==> config.mk <==
export PLATFORM = sky130hd
export DESIGN_NAME = nms4_queue
export DESIGN_NICKNAME = d
export VERILOG_FILES = /design/src/design/nms4_pkg.sv /design/src/design/nms4_queue.sv
export SDC_FILE = /design/constraint.sdc
export NUM_CORES = 1
export LEC_CHECK = 0
export ABC_AREA = 0
export BUFFER_PORTS_ARGS = -buffer_cell sky130_fd_sc_hd__clkbuf_2
export CAP_MARGIN = 20
export CORE_AREA = 10 10 159 161
export DETAILED_ROUTE_END_ITERATION = 8
export DIE_AREA = 0 0 169 171
export PLACE_DENSITY = 0.68
export SKIP_LAST_GASP = 1
export SLEW_MARGIN = 20
export SYNTH_ARGS = -nofsm -noshare
export SYNTH_HDL_FRONTEND = slang
export SYNTH_SLANG_ARGS = --single-unit
==> constraint.sdc <==
create_clock -name i_clk -period 2.3 [get_ports i_clk]
set_input_delay 0.345 -clock i_clk [delete_from_list [all_inputs] [get_ports i_clk]]
set_output_delay 0.345 -clock i_clk [all_outputs]
set_load 0.01 [all_outputs]
==> src/design/nms4_pkg.sv <==
// ----------------------------------------------------------------------------
// nms4_pkg
// Shared types and constants for the four-neighbour non-maximum suppressor.
// ----------------------------------------------------------------------------
package nms4_pkg;

    // default parameter values
    localparam int DEF_MAX_WIDTH  = 1024;
    localparam int DEF_MAX_HEIGHT = 1024;
    localparam int DEF_VALUE_BITS = 32;

    // configuration port
    localparam int CFG_INDEX_W    = 1;
    localparam int CFG_DATA_W     = 11;
    localparam int CFG_RESET_SIZE = 1024;

    typedef enum logic [CFG_INDEX_W-1:0] {
        REG_IMAGE_WIDTH  = 1'b0,
        REG_IMAGE_HEIGHT = 1'b1
    } t_cfg_reg;

    // result position fields
    localparam int POS_W = 10;

    // queue between front and back
    localparam int QUEUE_DEPTH = 4;
    localparam int QCNT_W      = $clog2(QUEUE_DEPTH + 1);

    typedef struct packed {
        logic              empty;
        logic [QCNT_W-1:0] count;
    } t_q_status;

endpackage

==> src/design/nms4_queue.sv <==
// ----------------------------------------------------------------------------
// nms4_queue
// Short register queue carrying classified pixel records to the back end.
// ----------------------------------------------------------------------------
module nms4_queue
    import nms4_pkg::*;
#(
    parameter int WIDTH = 64
) (
    input  logic             i_clk,
    input  logic             i_rst_n,
    input  logic             i_push,
    input  logic [WIDTH-1:0] i_push_data,
    input  logic             i_pop,
    output logic [WIDTH-1:0] o_head_data,
    output t_q_status        o_status
);

    localparam int PW = $clog2(QUEUE_DEPTH);

    logic [WIDTH-1:0]  r_data [QUEUE_DEPTH];
    logic [PW-1:0]     r_wptr;
    logic [PW-1:0]     r_rptr;
    logic [QCNT_W-1:0] r_count;
    logic [QCNT_W-1:0] n_count;

    always_comb begin
        n_count = r_count;
        case ({i_push, i_pop})
            2'b10:   n_count = r_count + QCNT_W'(1);
            2'b01:   n_count = r_count - QCNT_W'(1);
            default: n_count = r_count;
        endcase
    end

    always_ff @(posedge i_clk) begin
        if (!i_rst_n) begin
            r_wptr  <= '0;
            r_rptr  <= '0;
            r_count <= '0;
        end else begin
            if (i_push) begin
                r_wptr <= r_wptr + PW'(1);
            end
            if (i_pop) begin
                r_rptr <= r_rptr + PW'(1);
            end
            r_count <= n_count;
        end
    end

    always_ff @(posedge i_clk) begin
        if (i_push) begin
            r_data[r_wptr] <= i_push_data;
        end
    end

    assign o_head_data    = r_data[r_rptr];
    assign o_status.empty = (r_count == '0);
    assign o_status.count = r_count;

endmodule

* Word-level counts from Yosys, hierarchy flattened
Memory sizes are Yosys's and may differ from the RTL's. A register that Yosys moved wholly into a read port is not among the register bits.
Cells that the tools add are included.
** Word-level totals
- Memory bits (read-only) :: 0
- Memories :: 1
- Bits in registers :: 7
- Output and inout port bits :: 68
- Word-level logic and storage cells :: 17
- Bits in latches :: 0
- Input bits :: 68
- Bits in writable memories :: 256
** Memories
- r_data :: words 4, width 64, rd ports 1, clocked after Yosys merged registers in 1, write ports 1, RTL line nms4_queue.sv:21 : logic [WIDTH-1:0] r_data [QUEUE_DEPTH];
** Operators by class
- Bitwise operators :: 0
- Mux-type cells :: 5
- Magnitude comparators :: 0
- Reductions and logical operators :: 2
- Multiply operators :: 0
- Eq/ne operators :: 2
- Shift-type cells :: 0
- Add/subtract/negate cells :: 4
- Div/mod/pow operators :: 0
** Operators with widths (number)
- 3-bit case mux with 2 select lines :: 1
- 2-bit by 1-bit adder with 2-bit output, second input constant :: 2
- 2-bit 2-to-1 mux :: 2
- 3-bit by 1-bit adder with 3-bit output, second input constant :: 1
- 3-bit logical NOT :: 1
- 3-bit by 1-bit subtractor with 3-bit output, second input constant :: 1
- 2-bit by 1-bit == test with 1-bit output, second input constant :: 1
- 2-bit == test, second input constant :: 1
- 1-bit 2-to-1 mux :: 2
- 2-bit nonzero test :: 1

* Depth between registers and ports, before layout
Gate-level depths: netlist (run 1).
- Depth after elaboration :: 3
- Depth in mapped cells :: 7

* Worst setup path after synthesis (run 1)
OpenSTA, ideal clock, no wires.
- Path type :: register -> register
- Start point :: register r_wptr[0]
- End point :: memory r_data[2][0], enable pin
- Required time :: 1.871 ns
- Path buffers :: 0
- Arrival time :: 2.046 ns
- Stages on the path, launching flop included :: 4
- Slack :: -0.175 ns
- Cells stage by stage :: dfxtp_1 > inv_1 > ha_1 > and2_1
** RTL lines
- from (decl) :: RTL line nms4_queue.sv:22 : logic [PW-1:0] r_wptr;
- from (signal assigned) :: RTL line nms4_queue.sv:43 : r_wptr <= r_wptr + PW'(1);
- to (decl) :: RTL line nms4_queue.sv:21
Straight into the memory's write port.

==> results.md, run 1 <==
- Sequential element share of the synthesized area: 80.66%
- Synth Area in Simple Gates: 0.8979%
- CTS tree: done
- DR WL/cell: 23.19 um
- HPWL Detailed: 12.27 mm
- Fmax achieved: 436.3 MHz
- Leakage: 4.138 nW
- Port-buffer cells: 135
- Cell taking the most area after synthesis: edfxtp_1
- Crit path max fanout: 6
- CTS Buf Count: 28
- Synth Area in Adders: 0.8466%
- Remaining Overflow, GRT: 0
- Largest family of logic cells by synthesized area: multiplexers
- Vias per cell: 5.210
- CTS Root Cell: clkbuf_16
- Die Area: 28900 um^2
- Clk slew on worst S/H paths: 0.06 ns
- Final setup viols: 0
- Clock latency on the worst-skew pair: 0.53 ns
- P&R area growth vs syn: 23.11%
- WP data arrival: 1.95 ns
- DRT met1 WL: 7.923 mm
- Clock period minus final worst setup slack: 2.292 ns
- Critical Path RT: 1.96 ns
- Met3 wire length: 1.576 mm
- Peak VDD IR: 0.6160 mV
- Mapped Area: 9754 um^2
- DR top layer: met5
- Slew headroom: 73.55%
- Post-synth top area share: 78.81%
- Worst Skew: 0.01279 ns
- Post-Syn Instances: 379
- Chip Width: 169 um
- Num rows: 55
- # fillers: 1676
- Hold path depth: 1
- Largest cells by area after synthesis: edfxtp_1 79%, mux4_2 14%, dfxtp_1 1.8%
- R2R cell count: 5
- Number of synthesized register bits: 265
- Residual DRC: 0
- Largest net degree at the start of global routing: 35
- Routability cong.: 0.7360
- Fin util: 54.03%
- Antenna-violating nets left: 0
- Status: completed
- Crit Path Category: reg2out
- Final #Nets: 628
- Register Area: 7875 um^2
- Total power: 11.39 mW
- Critical Path End Type: output pin
- Max cap viols: 0
- Multi-input logic area: 1704 um^2
- Final Hold Viols: 0
- H-tree Lvls: 1
- Post-synth cell types: 21
- Hold WC Path Type: in2reg
- Total negative setup slack: 0 ns
- Height of the die: 171 um
- Boundary Pins: 136
- Total Routing Usage GR: 13.33%
- Met2 routed WL: 10.03 mm
- Reg-to-Reg End: r_count[2]
- Core box area: 22230 um^2
- Hold Crit Endpoint: r_data[1][38]
- RSZ-0062 raised after global routing: true
- Share of layout cells above drive strength 1: 46.43%
- Crit start category: flop
- Drt pass-1 iters: 5
- Fin crit share: 99.65%
- CTS Hold Bufs: 0
- ANT cells: 0
- Hold Path Origin: i_push_data[38]
- Final hold slack: 0.03063 ns
- Post-synthesis mux area share: 15.03%
- PwrDens: 948.8 nW/um^2
- Mapped Nets: 453
- Yosys Warn Count: 0
- Iter 0 DRT Violations: 247
- Initial Util: 43.88%
- Slew of the pin with the lowest slew margin: 0.3968 ns
- Initial antenna violation count: 1
- Synth Area in Compound Gates: 0.1796%
- Vias in the first global route: 5062
- First-pass GRT wire length: 29.67 mm
- Max-slew violations: 0
- FF-to-FF setup slack: 0.67 ns
- Final wirelength: 19.95 mm
- Via count: 4481
- Clock Tree Buf Depth: 3
- Worst r2r src: r_count[0]
- Xor/xnor cell area share of the yosys netlist: 0.4489%
- Avg Cell Area, Syn: 25.74 um^2
- Sink Count: 265
[cell usage in the layout (no fill, tap or decap), types with 2 or more instances in the layout]
cell type,synthesis,layout
buf_16,0,3
clkbuf_2,1,134
xnor2_1,2,2
inv_1,6,6
clkinvlp_4,0,2
ha_1,5,5
dfxtp_4,0,2
dfxtp_1,9,7
clkinv_2,0,3
mux4_1,4,3
clkbuf_1,0,9
buf_4,0,9
buf_12,6,8
xor2_1,3,3
edfxtp_1,256,256
and2_4,0,4
bufinv_16,0,5
mux4_2,60,61
nand2_1,2,2
and2_1,10,6
clkbuf_16,0,32
o21ai_0,2,2
[synth_stat cells, drive strengths merged]
| cell | instances |
|---|---|
| mux4 | 64 |
| o21ai | 2 |
| edfxtp | 256 |
| nand2 | 2 |
| buf | 13 |
| and2 | 10 |
| or3 | 1 |
| nor2b | 1 |
| a21boi | 1 |
| mux2i | 1 |
| xor2 | 3 |
| fa | 1 |
| xnor2 | 2 |
| clkbuf | 1 |
| nor3 | 1 |
| dfxtp | 9 |
| ha | 5 |
| inv | 6 |
[how the worst max path moves through the flow]
stage,from,end,slack (ns),cells past startpoint
floorplan,r_wptr[0],r_data[2][0],0.52,3
global placement,i_push,r_count[2],0.45,8
detailed placement,i_push,r_count[2],0.37,8
CTS,flop,o_head_data[61],-0.07,3
global route,flop,o_head_data[61],-0.08,3
finish,flop,o_head_data[41],0.008,4
[cell type report]
| type | count | area share [%] |
|---|---|---|
| tap | 285 | 2.969 |
| timing repair buffer | 159 | 9.012 |
| inverter | 6 | 0.1875 |
| multi-input combinational | 94 | 14.19 |
| clock buffer | 39 | 6.439 |
| clock inverter | 12 | 1.625 |
| sequential | 265 | 65.58 |
[logic make-up (layout without fill, tap and decap cells)]
kind of cell / after synthesis / count (layout)
flip-flops: 265 / 265
multiplexers: 65 / 65
XOR/XNOR: 5 / 5
adder cells (fa/ha/maj): 6 / 6
AND/OR/NAND/NOR: 15 / 15
buffers and inverters: 20 / 216
AO/OA/AOI/OAI: 3 / 3
[per-layer routing]
layer	track usage, %	vias up
met4	3.565	2
met1	15.70	2335
met2	22.50	128
met3	5.093	36
li1	-	1980
met5	0	-
[power breakdown]
group | internal (mW) | switching [mW] | total [mW]
Sequential | 5.54 | 0.0799 | 5.62
Clock | 2.91 | 1.73 | 4.64
Combinational | 0.553 | 0.584 | 1.14
Total | 9.00 | 2.39 | 11.4
[flip-flops by register name (all words and copies together), names as in the netlist, named ones only]
name	cells
r_data	256
r_count	3
r_rptr	2
r_wptr	2
[metrics by stage]
step	cells	setup WS [ns]	cell area, um^2
after detailed placement	802	0.3656	10870
after global placement	802	0.4488	10870
after floorplan	379	0.5213	9759
final	860	0.007947	12010
after CTS	856	-0.06743	11910
after global routing	860	-0.07666	12010
[worst max-delay path, cell delays in order, from the launching register on]
cell and delay (ns):
dfxtp_4 0.48, buf_12 0.15, clkbuf_16 0.14, mux4_2 0.49
clkbuf_2 0.15
[repair_timing]
action / 4_1_cts / 5_1_grt
resized for setup: 3 / 4
buffers inserted: 1 / 1
gates cloned: 2 / 3
endpoints found under the setup margin: 49 / 55
No activity file was read; power rests on OpenSTA's default activity.
==> inputs of run 2 (changes only) <==
Settings changed: CORE_AREA 10 10 159 161 to 2 2 151 153, DIE_AREA 0 0 169 171 to 0 0 153 155.
==> run 2 against run 1 <==
Net effect: register-to-register slack lost 0.06 ns; combinational power is essentially flat; power shrank 3.0%; sequential power is essentially flat; global-route usage grew 1.5 points; die area shrank 18%; cell count grew 0.23%; cell area shrank 0.77%; clock skew grew 0.0076 ns; core utilization shrank 0.42 points; first-iteration DRC count grew 8.1%; wire length shrank 9.3%; critical endpoint is now o_head_data[16]; largest cell class unchanged; largest power group unchanged; highest routed layer is now met4.
==> results.md, run 2 (synthesis gave the netlist of run 1 again) <==
- Worst r2r src: r_wptr[0]
- Crit-path slowest cell: mux4_2
- Hold Crit Endpoint: r_data[2][7]
- R2R cell count: 4 (-1)
- HPWL Detailed: 10.83 mm (-12%)
- Remaining Overflow, GRT: 0 (unchanged)
- Critical Path RT: 1.96 ns (about the same)
- Fin crit share: 98.27% (-1.4 points)
- Clock period minus final worst setup slack: 2.260 ns (-0.03179 ns)
- Final wirelength: 18.09 mm (-9.3%)
- H-tree Lvls: 1 (unchanged)
- Critical Path End Type: output pin
- Antenna-violating nets left: 0 (unchanged)
- DR WL/cell: 20.99 um (-9.5%)
- CTS Root Cell: clkbuf_16
- Total power: 11.05 mW (-3.0%)
- Core box area: 22230 um^2 (unchanged)
- Slew of the pin with the lowest slew margin: 0.4929 ns (+0.09607 ns)
- Hold Path Origin: i_push_data[7]
- Commonest non-fill, non-tap cell in the layout: edfxtp_1
- Num rows: 55 (unchanged)
- RSZ-0062 raised after global routing: true
- Routability cong.: 0.6810 (-7.5%)
- Max cap viols: 0 (unchanged)
- Initial Util: 43.88% (unchanged)
- DRT met1 WL: 7.338 mm (-7.4%)
- ANT cells: 0 (unchanged)
- Sink Count: 265 (unchanged)
- First-pass GRT wire length: 27.01 mm (-9.0%)
- Met3 wire length: 1.048 mm (-34%)
- Peak VDD IR: 0.5822 mV (-5.5%)
- CTS tree: done
- Total Routing Usage GR: 14.84% (+1.5 points)
- Slew headroom: 67.14% (-6.4 points)
- Die Area: 23720 um^2 (-18%)
- Share of layout cells above drive strength 1: 46.27% (-0.16 points)
- Crit start category: flop
- Ordered list of cells on the worst path: buf_4 > clkbuf_16 > mux4_2 > clkbuf_2
- Largest net degree at the start of global routing: 65 (+86%)
- Final #Nets: 630 (+0.32%)
- Hold path depth: 1 (unchanged)
- Leakage: 4.110 nW (-0.66%)
- Clock Tree Buf Depth: 3 (unchanged)
- Via count: 4452 (-0.65%)
- Iter 0 DRT Violations: 267 (+8.1%)
- Boundary Pins: 136 (unchanged)
- Crit Path Category: reg2out
- DR top layer: met4
- Max FFs per register: 256 (unchanged)
- Drt pass-1 iters: 4 (-1)
- Vias in the first global route: 4807 (-5.0%)
- Worst Skew: 0.02041 ns (+0.007618 ns)
- Max-slew violations: 0 (unchanged)
- P&R area growth vs syn: 22.16%
- Residual DRC: 0 (unchanged)
- Largest stage delay, worst path: 0.51 ns (+0.02 ns)
- Total negative setup slack: 0 ns (unchanged)
- Height of the die: 155 um (-9.4%)
- Clk slew on worst S/H paths: 0.06 ns (about the same)
- PwrDens: 927.2 nW/um^2 (-2.3%)
- CTS Buf Count: 27 (-3.6%)
- Dpl ws: 0.3607 ns (-0.004867 ns)
- Worst Setup Slack, final: 0.03974 ns (+0.03179 ns)
- Final Hold Viols: 0 (unchanged)
- Met2 routed WL: 9.210 mm (-8.1%)
- Final setup viols: 0 (unchanged)
- Final hold slack: 0.02214 ns (-0.008488 ns)
- Port-buffer cells: 135 (unchanged)
- WP data arrival: 1.92 ns (-0.03 ns)
- Hold WC Path Type: in2reg
- CTS Hold Bufs: 0 (unchanged)
- Vias per cell: 5.165 (-0.88%)
- Commonest non-fill, non-tap cells in the layout: 256 x edfxtp_1, 135 x clkbuf_2, 61 x mux4_2
- Status: completed
- Reg-to-Reg End: r_data[2][57]
- Clock latency on the worst-skew pair: 0.54 ns (about the same)
- Top flop regs: r_data (256), r_count (3)
- Chip Width: 153 um (-9.5%)
- Initial antenna violation count: 0 (-1)
- Crit path max fanout: 8 (+2)
- Most flop-heavy register: r_data
- FF-to-FF setup slack: 0.61 ns (-0.06 ns)
- Fmax achieved: 442.4 MHz (+1.4%)
[run 2: changes by cell type in the layout (fill, tap and decap cells not counted), moves of 2 or more]
cell	previous run	this run
clkbuf_1	9	4
buf_4	9	13
clkinv_4	0	2
clkinvlp_4	2	0
clkbuf_16	32	30
clkinv_1	1	8
buf_16	3	1
[run 2: worst max-delay path by stage]
stage,startpoint,end
6_report,flop,o_head_data[16]
5_1_grt,flop,o_head_data[57]
4_1_cts,flop,o_head_data[42]
3_5_place_dp,i_push,r_count[2]
3_3_place_gp,flop,o_head_data[62]
2_1_floorplan,r_wptr[0],r_data[2][0]
[run 2: per-layer routing]
metal,vias up,track usage [%]
met1,2305,18.75
met5,-,0
met2,137,25.37
li1,1975,-
met4,0,4.674
met3,35,3.955
[run 2: report_power, final]
| part | switching [mW] | internal, mW |
|---|---|---|
| sequential | 0.0610 | 5.54 |
| combinational | 0.580 | 0.548 |
| clock | 1.73 | 2.60 |
[run 2: timing repair]
action                     in CTS  in global routing
cloned                          0                  4
setup endpoints to repair      53                 30
resized for setup               0                  3
setup buffers                   2                  6
[run 2: per-stage QoR]
step	util (%)	cell area (um^2)	std cells
after floorplan	-	9759	379
after global placement	48.93	10880	800
after detailed placement	48.93	10880	800
after CTS	52.99	11780	852
after global routing	53.61	11920	862
final	53.61	11920	862
[run 2: final cells by class]
class	count	area, um^2
clock buffers	31	690.7
clock inverters	19	196.4
fillers	1701	10310
inverters	6	22.52
multi-input cells	94	1704
flip-flops and latches	265	7875
well taps	285	356.6
repair buffers	162	1071
[run 2: critical path, delay by kind of cell (launching register included)]
kind / cells / cell delay [ns]
multiplexers: 1 / 0.51
flip-flops: 1 / 0.39
buffers and inverters: 3 / 0.48
