[src/design/nms4_pkg.sv]
// ----------------------------------------------------------------------------
// nms4_pkg
// Shared types and constants for the four-neighbour non-maximum suppressor.
// ----------------------------------------------------------------------------
package nms4_pkg;

    // default parameter values
    localparam int DEF_MAX_WIDTH  = 1024;
    localparam int DEF_MAX_HEIGHT = 1024;
    localparam int DEF_VALUE_BITS = 32;

    // configuration port
    localparam int CFG_INDEX_W    = 1;
    localparam int CFG_DATA_W     = 11;
    localparam int CFG_RESET_SIZE = 1024;

    typedef enum logic [CFG_INDEX_W-1:0] {
        REG_IMAGE_WIDTH  = 1'b0,
        REG_IMAGE_HEIGHT = 1'b1
    } t_cfg_reg;

    // result position fields
    localparam int POS_W = 10;

    // queue between front and back
    localparam int QUEUE_DEPTH = 4;
    localparam int QCNT_W      = $clog2(QUEUE_DEPTH + 1);

    typedef struct packed {
        logic              empty;
        logic [QCNT_W-1:0] count;
    } t_q_status;

endpackage

[src/design/nms4_back.sv]
// ----------------------------------------------------------------------------
// nms4_back
// Expands queued pixel records into one or two results and drives the
// registered output channel.
// ----------------------------------------------------------------------------
module nms4_back
    import nms4_pkg::*;
#(
    parameter int MAX_WIDTH  = DEF_MAX_WIDTH,
    parameter int MAX_HEIGHT = DEF_MAX_HEIGHT,
    parameter int VALUE_BITS = DEF_VALUE_BITS,
    parameter int ENTRY_W    = 2 * VALUE_BITS + $clog2(MAX_WIDTH) + $clog2(MAX_HEIGHT) + 2
) (
    input  logic                         i_clk,
    input  logic                         i_rst_n,
    input  logic [ENTRY_W-1:0]           i_head_data,
    input  t_q_status                    i_q_status,
    output logic                         o_pop,
    output logic                         o_valid,
    input  logic                         i_ready,
    output logic [POS_W-1:0]             o_out_row,
    output logic [POS_W-1:0]             o_out_column,
    output logic signed [VALUE_BITS-1:0] o_out_value,
    output logic                         o_last_of_run
);

    localparam int CW = $clog2(MAX_WIDTH);
    localparam int RW = $clog2(MAX_HEIGHT);

    logic signed [VALUE_BITS-1:0] h_px;
    logic signed [VALUE_BITS-1:0] h_verdict;
    logic [RW-1:0]                h_row;
    logic [CW-1:0]                h_col;
    logic                         h_has_verdict;
    logic                         h_last_row;

    logic                         r_phase;
    logic                         r_out_valid;
    logic [POS_W-1:0]             r_out_row;
    logic [POS_W-1:0]             r_out_col;
    logic signed [VALUE_BITS-1:0] r_out_value;
    logic                         r_out_last;

    logic                         load;
    logic                         emit_verdict;
    logic                         final_result;

    assign {h_px, h_verdict, h_row, h_col, h_has_verdict, h_last_row} = i_head_data;

    assign load         = !i_q_status.empty && (!r_out_valid || i_ready);
    assign emit_verdict = h_has_verdict && !r_phase;
    assign final_result = !(emit_verdict && h_last_row);
    assign o_pop        = load && final_result;

    always_ff @(posedge i_clk) begin
        if (!i_rst_n) begin
            r_phase     <= 1'b0;
            r_out_valid <= 1'b0;
        end else begin
            if (load) begin
                r_out_valid <= 1'b1;
                r_phase     <= !final_result;
            end else if (i_ready) begin
                r_out_valid <= 1'b0;
            end
        end
    end

    always_ff @(posedge i_clk) begin
        if (load) begin
            r_out_col <= POS_W'(h_col);
            if (emit_verdict) begin
                r_out_row   <= POS_W'(h_row - RW'(1));
                r_out_value <= h_verdict;
                r_out_last  <= !h_last_row;
            end else begin
                r_out_row   <= POS_W'(h_row);
                r_out_value <= h_px;
                r_out_last  <= 1'b1;
            end
        end
    end

    assign o_valid       = r_out_valid;
    assign o_out_row     = r_out_row;
    assign o_out_column  = r_out_col;
    assign o_out_value   = r_out_value;
    assign o_last_of_run = r_out_last;

endmodule

[config.mk]
export PLATFORM = sky130hd
export DESIGN_NAME = nms4_back
export DESIGN_NICKNAME = d
export VERILOG_FILES = /design/src/design/nms4_pkg.sv /design/src/design/nms4_back.sv
export SDC_FILE = /design/constraint.sdc
export NUM_CORES = 1
export LEC_CHECK = 0
export BUFFER_PORTS_ARGS = -buffer_cell sky130_fd_sc_hd__buf_2
export CORE_MARGIN = 4
export CORE_UTILIZATION = 39
export CTS_BUF_LIST = sky130_fd_sc_hd__clkbuf_4 sky130_fd_sc_hd__clkbuf_8
export CTS_CLUSTER_SIZE = 28
export DETAILED_ROUTE_END_ITERATION = 8
export PLACE_DENSITY = 0.86
export SLEW_MARGIN = 0
export SYNTH_ARGS = -nofsm -noshare
export SYNTH_HDL_FRONTEND = slang
export SYNTH_SLANG_ARGS = --single-unit
[constraint.sdc]
create_clock -name i_clk -period 3 [get_ports i_clk]
set_clock_uncertainty 0.1 [all_clocks]
set_input_delay 0.15 -clock i_clk [delete_from_list [all_inputs] [get_ports i_clk]]
set_output_delay 0.15 -clock i_clk [all_outputs]
set_load 0.01 [all_outputs]
### Word level (Yosys, flattened, before mapping)

Index checks and enable logic that the tools add are counted.

| cells by class | value |
|---|---|
| reduce and logical (&&, ||, !) cells | 11 |
| mux-type cells | 4 |
| add/subtract/negate cells | 1 |

Operator list:

| kind | count |
|---|---|
| $mux W32 | 1 |
| $mux W10 | 1 |
| $sub A10 B1 Y10 const B | 1 |
| $logic_not A1 Y1 | 5 |
| $logic_and A1 B1 Y1 | 4 |
| $mux W1 | 2 |
| $reduce_bool A2 Y1 | 1 |
| $logic_or A1 B1 Y1 | 1 |

| word-level totals | value |
|---|---|
| flip-flop bits (word level) | 55 |
| logic and storage cells | 22 |
| output and inout bits | 55 |

### Longest topological paths before layout

Gate-level depths: netlist of the first run.

| logic depth | value |
|---|---|
| depth in word-level cells | 5 |
| gate-level depth with buffers | 5 |

### Worst setup path before layout of the first run

OpenSTA, ideal clock, no wires.

| timing | value |
|---|---|
| kind | flip-flop to output port |
| start | reg r_out_valid, in the netlist o_valid |
| end | out o_pop |
| stages on the path, launching flop included | 4 |
| arrival | 3,132 ps |
| required time | 2,750 ps |
| path slack | -382 ps |
| path buffers | 0 |
| cell sequence | dfxtp_1 > nor2b_1 > nor2_1 > and2_1 |

| on the way | value |
|---|---|
| word-level cells in the longest chain between the ends | 4 |

RTL lines:

| item | line | text |
|---|---|---|
| start, declared | nms4_back.sv:38 | `logic r_out_valid;` |
| start signal, assigned | nms4_back.sv:58 | `r_out_valid <= 1'b0;` |
| start signal, assigned | nms4_back.sv:61 | `r_out_valid <= 1'b1;` |
| start signal, assigned | nms4_back.sv:64 | `r_out_valid <= 1'b0;` |
| $logic_not A1 Y1 | nms4_back.sv:50 | `assign load = !i_q_status.empty && (!r_out_valid \|\| i_ready);` |
| $logic_or A1 B1 Y1 | nms4_back.sv:50 |  |
| $logic_and A1 B1 Y1 | nms4_back.sv:50 |  |
| net load | nms4_back.sv:44 | `logic load;` |
| $logic_and A1 B1 Y1 | nms4_back.sv:53 | `assign o_pop = load && final_result;` |
| end, declared | nms4_back.sv:18 | `output logic o_pop,` |

The timed path passes the listed nets, and every way through them passes these cells.

### Worst setup path in the final report of the first run

| timing | value |
|---|---|
| start | in i_q_status[3] in the netlist's numbering |
| end | out o_pop |

| on the way | value |
|---|---|
| word-level cells in the longest chain between the ends | 3 |

RTL lines:

| item | line | text |
|---|---|---|
| start, declared | nms4_back.sv:17 | `input t_q_status i_q_status,` |
| $logic_not A1 Y1 | nms4_back.sv:50 |  |
| $logic_and A1 B1 Y1 | nms4_back.sv:50 |  |
| net load | nms4_back.sv:44 |  |
| $logic_and A1 B1 Y1 | nms4_back.sv:53 |  |

The timed path passes the listed nets, and every way through them passes these cells.

==> flow_summary.yaml, run 1 <==
finish:
  synthToLayoutAreaGrowth_pct: 44.6
  final_area_mm2: 0.00333
  fin_util: 0.593
  nets: 383
  multiInputGateArea_um2: 628
  n_antenna_cell: 0
  drive_above_1_share: 0.545
  seq_area_mm2: 0.00163
  final_common_cell: "buf_2"
  fillers: 459
  final_cells: 362
  final_cell_mix: "buf_2 (144), edfxtp_1 (53), mux2_1 (32), dlygate4sd3_1 (12), xnor2_1 (6)"
synth:
  yosys_warnings: 0
  synth_top_family_by_area: "multiplexers"
  synth.avg_cell_area_um2: 17.8
  synth.area.top_cells: "edfxtp_1 (69%), mux2_1 (16%), xnor2_1 (2.3%)"
  synth_compound_area_frac: 0.0109
  netlist_instances: 129
  synth_area_mm2: 0.00230
  synth-xor-area-share: 0.0343
  synth_top_area_cell: "edfxtp_1"
  yosysSeqAreaShare: 0.709
  synth_simple_gate_area_frac: 0.0593
  synthAdderAreaFrac: 0.00544
  synth.top_cell.area_share: 0.692
  mappedNetlistNets: 223
  ys_ff_latch: 55
  synthMuxAreaShare: 0.157
  yosysUniqueCellTypes: 26
worst_setup_path:
  path_class: "input pin to output port"
  critical-path-top-delay-family: "buffers and inverters"
  crit_arrival_ns: 1.71
  required_ns: 2.75
  worstPathCellList: "dlygate4sd3_1 -> buf_2 -> nor2_4 -> and2_1 -> buf_2"
  crit_top_cell: "buf_2"
  rr_worst_depth: 3
  path_buf_inv: 3
  rr_endpoint: "o_out_value[26]$_DFFE_PP_"
  r2r_slack_ns: 1.20
  cp-end-kind: "output port"
  max_stage_delay_ns: 0.54
  crit-reg2reg-launch: "r_phase$_SDFFE_PN0P_"
  start_kind: "input pin"
  cp_max_fo: 22
  crit_slowest_cell: "nor2_4"
drt:
  first_pass_iters: 4
  route.detailed.wl_per_inst_um: 14.4
  vias: 1667
  vias_per_cell: 4.60
  drc: 0
  dr.first_iter.drc_count: 37
  drtAntennaViolNets: 0
  wirelength_um: 5220
clock_tree:
  cts_made_buffers: 5
  cts_root_buf: "clkbuf_8"
  clock_sinks: 55
  post-cts-setup-buffers: 0
  htree_num_levels: 2
  ctsLongestPathBuffers: 2
  cts_tree: "done"
  clk_latency_ns: 0.29
  path_clk_slew_ns: 0.10
pwr:
  leakagePower_nw: 1.43
  power_mw: 1.56
  p_per_area_mw_per_mm2: 468
  vdd_ir_drop_max_mv: 0.219
floorplanning:
  core-area_mm2: 0.00561
  die-height_um: 84.8
  die_area_mm2: 0.00719
  ios: 148
  start_util: 0.410
  dieWidth_um: 84.8
  rows: 27
min_path:
  hold_end: "o_out_value[20]$_DFFE_PP_"
  hold_path.class: "input pin to flip-flop"
  hold_depth: 2
  min_from: "i_head_data[74]"
placement:
  dp_cells: 342
  hpwl_um: 4020
  gp_congestion: 0.712
  io_buffers: 144
  dp_slack_ns: 1.19
  place_area_mm2: 0.00312
global_route:
  grt_pass1_vias: 1721
  gr-total-overflow: 0
  grt_pass1_wl_um: 8330
  grt-busiest-layer: "met2"
  met1_usage: 0.166
  antenna_found_initial: 0
  grt_util_met3: 0.0398
  grt_max_degree: 34
  grt_use_met2: 0.264
  grt_usage: 0.144
sta:
  finalCriticalPeriod_ns: 1.96
  finalCritPeriodShare: 0.652
  finalHoldWorstSlack_ns: 0.0249
  max_freq_ghz: 0.511
  setup_slack_ns: 1.04
  report.final.slew_viol_count: 0
  setup_tns_ns: 0
  finalHoldViolCount: 0
  rsz0062_at_grt: "false"
  max_slew.worst_pin.slew_ns: 0.672
  setup_viol: 0
  slew_headroom: 0.551
outcome:
  outcome: "finished, final reports clean"
flow_run:
  maxCapViolCount: 0
==> state kept, by name, summed over array words and instances, names as in the netlist <==
name,flops
o_out_value,32
o_out_column,10
o_out_row,10
o_last_of_run,1
o_valid,1
r_phase,1
==> where the power goes <==
part	internal (mW)	switching (mW)
registers	0.906	0.0114
logic	0.127	0.120
clock network	0.163	0.229
total	1.20	0.361
==> worst register-to-register path, stage by stage (launching register included) <==
cell	delay, ns
dfxtp_1	0.35
nor2b_4	0.49
buf_12	0.26
mux2_1	0.35
==> cell families (layout without fill, tap and decap cells) <==
family,Yosys count,in the layout
AOI/OAI and AO/OA,4,4
DFF,55,55
adders and majority gates,1,1
and+or+nand+nor,21,21
xor gates and xnor gates,9,9
buffers and inverters,7,168
muxes,32,32
==> cell type report <==
type / count / share of cell area
flip-flops and latches: 55 / 0.490
clock inverters: 3 / 0.00602
repair buffers: 158 / 0.265
multi-input cells: 67 / 0.189
clock buffers: 5 / 0.0207
well taps: 72 / 0.0271
inverters: 2 / 0.00226
==> how the worst max path moves through the flow <==
stage	startpoint	to	slack [ns]	cells after the start
after global routing	i_q_status[3]	o_pop	0.92	5
after CTS	i_q_status[3]	o_pop	1.03	5
final	i_q_status[3]	o_pop	1.04	5
after detailed placement	r_phase$_SDFFE_PN0P_	o_out_value[30]$_DFFE_PP_	1.19	3
after floorplan	o_valid$_SDFFE_PN0P_	o_pop	0.55	3
after global placement	r_phase$_SDFFE_PN0P_	o_out_value[4]$_DFFE_PP_	1.23	3
==> layer usage <==
metal,share of wire,vias to the layer above
li1,-,806
met1,0.37,768
met2,0.53,87
met3,0.092,6
met4,0.011,0
met5,0,-
==> cells in the mapped netlist <==
| cell | n |
|---|---|
| edfxtp_1 | 53 |
| mux2_1 | 32 |
| xnor2_1 | 6 |
| nor2_1 | 5 |
| buf_6 | 3 |
| nand2_1 | 3 |
| xor2_1 | 3 |
| buf_4 | 2 |
| dfxtp_1 | 2 |
| inv_1 | 2 |
| nand3_1 | 2 |
| nor2b_1 | 2 |
| a21boi_0 | 1 |
| a21boi_1 | 1 |
| a21oi_1 | 1 |
| and2_1 | 1 |
| ha_1 | 1 |
| nand2b_1 | 1 |
| nand4_1 | 1 |
| nand4b_1 | 1 |
| nand4bb_1 | 1 |
| nor3_1 | 1 |
| nor3b_2 | 1 |
| nor4_1 | 1 |
| nor4_4 | 1 |
| o21ai_0 | 1 |
==> timing repair <==
item | 4_1_cts | 5_1_grt
hold buffers | 11 | 1
hold endpoints to repair | 11 | 2
endpoints found under the setup margin | 0 | 0
gates resized for setup | 0 | 0
(Power assumes the default switching activity.)
==> run 2, diff against run 1 <==
Clock period 3 ns to 1.67 ns, I/O delays scaled along.
==> run 2 against run 1 <==
Hold slack got worse by 0.0017 ns. Largest power group unchanged. Sequential share of layout area fell by 9.6 points. Setup slack worse by 0.98 ns.
==> flow_summary.yaml, run 2 (synthesis gave the netlist of run 1 again) <==
finish:
  largest_reg_flops: 32
  nets: 459
  final_area_mm2: 0.00414
  final_common_cell: "buf_2"
  n_antenna_cell: 0
  final_cells: 438
  drive_above_1_share: 0.456
  fin_util: 0.738
  synthToLayoutAreaGrowth_pct: 79.9
  final_cell_mix: "buf_2 (144), dlygate4sd3_1 (81), edfxtp_1 (53), mux2_1 (32), xnor2_1 (6)"
  fillers: 360
sta:
  slew_headroom: 0.667
  max_slew.worst_pin.slew_ns: 0.496
  setup_slack_ns: 0.0607
  report.final.slew_viol_count: 0
  finalHoldViolCount: 0
  finalCriticalPeriod_ns: 1.61
  setup_viol: 0
  max_freq_ghz: 0.621
  finalCritPeriodShare: 0.964
clock_tree:
  cts_tree: "done"
  clock_sinks: 55
  cts_made_buffers: 5
  cts_root_buf: "clkbuf_8"
  htree_num_levels: 2
  cts_resized: 0
  path_clk_slew_ns: 0.09
  ctsLongestPathBuffers: 2
  clk_latency_ns: 0.29
worst_setup_path:
  cp-end-kind: "flip-flop"
  path_class: "flip-flop to flip-flop"
  crit-reg2reg-launch: "r_phase$_SDFFE_PN0P_"
  cp-startpoint: "r_phase$_SDFFE_PN0P_"
  start_kind: "flip-flop"
  r2r_slack_ns: 0.06
  cp_max_fo: 3
  rr_worst_depth: 5
  required_ns: 1.81
  rr_endpoint: "r_phase$_SDFFE_PN0P_"
  crit_arrival_ns: 1.75
global_route:
  grt_usage: 0.186
  grt_pass1_wl_um: 10400
  grt_pass1_vias: 2251
  grt_max_degree: 29
  gr-total-overflow: 0
  antenna_found_initial: 0
min_path:
  hold_end: "o_out_row[7]$_DFFE_PP_"
  hold_depth: 2
  min_from: "i_head_data[19]"
  hold_path.class: "input pin to flip-flop"
floorplanning:
  rows: 27
  die-height_um: 84.8
  start_util: 0.410
  core-area_mm2: 0.00561
  dieWidth_um: 84.8
  ios: 148
  die_area_mm2: 0.00719
drt:
  drc: 0
  route.detailed.wl_per_inst_um: 15.8
  first_pass_iters: 4
  dr.first_iter.drc_count: 23
  drtAntennaViolNets: 0
  wirelength_um: 6910
  vias: 2013
  vias_per_cell: 4.60
pwr:
  power_mw: 2.98
  vdd_ir_drop_max_mv: 0.459
  leakagePower_nw: 1.78
  p_per_area_mw_per_mm2: 719
flow_run:
  maxCapViolCount: 0
outcome:
  outcome: "finished, final reports clean"
placement:
  place_area_mm2: 0.00317
  hpwl_um: 3940
  io_buffers: 144
  dp_cells: 344
  dp_slack_ns: 0.241
  gp_congestion: 0.778
==> run 2: worst max path at each step <==
| stage | to | slack, ns | cells past startpoint |
|---|---|---|---|
| after floorplan | o_last_of_run$_SDFFCE_PN1P_ | -0.1 | 2 |
| after global placement | o_out_row[6]$_DFFE_PP_ | 0.28 | 6 |
| after detailed placement | o_out_row[6]$_DFFE_PP_ | 0.24 | 6 |
| after CTS | r_phase$_SDFFE_PN0P_ | 0.02 | 5 |
| after global routing | r_phase$_SDFFE_PN0P_ | -0.004 | 5 |
| final | r_phase$_SDFFE_PN0P_ | 0.06 | 5 |
==> run 2: final cells by class <==
| cell class | count | area (um^2) | area share |
|---|---|---|---|
| Timing Repair Buffer | 234 | 1680 | 0.407 |
| Sequential cell | 55 | 1630 | 0.394 |
| Multi-Input combinational cell | 67 | 636 | 0.154 |
| Tap cell | 72 | 90.1 | 0.0218 |
| Clock buffer | 5 | 68.8 | 0.0166 |
| Clock inverter | 3 | 20.0 | 0.00484 |
| Inverter | 2 | 7.51 | 0.00181 |
==> run 2: critical path, cell delays in order (launching register included) <==
cell and delay [ns]:
dfxtp_1 0.35, nor2b_4 0.19, buf_12 0.12, nand4b_1 0.10, a21boi_1 0.13, dlygate4sd3_1 0.56
==> run 2: repair_timing <==
| item | CTS | global route |
|---|---|---|
| endpoints found under the setup margin | 0 | 2 |
| setup buffers | 0 | 3 |
| hold buffers | 80 | 1 |
| hold endpoints to repair | 48 | 1 |
==> run 2: power by group <==
| group | switching [mW] | total (mW) | leakage (nW) | internal [mW] |
|---|---|---|---|---|
| logic | 0.256 | 0.621 | 1.21 | 0.365 |
| clock network | 0.408 | 0.700 | 0.0402 | 0.292 |
| registers | 0.0258 | 1.65 | 0.528 | 1.63 |
| total | 0.690 | 2.98 | 1.78 | 2.29 |
==> run 2: metal layers <==
layer,up-vias,share of wire,global-route usage
li1,957,-,-
met1,938,0.33,0.170
met2,100,0.57,0.373
met3,18,0.064,0.0524
met4,0,0.032,0.0806
met5,-,0,0
==> run 2: per-stage QoR <==
step	hold slack, ns	TNS [ns]
floorplan	0.0821	-5.33
global placement	0.160	0
detailed placement	0.162	0
CTS	0.00543	0
global route	0.0196	-0.00414
finish	0.0233	0
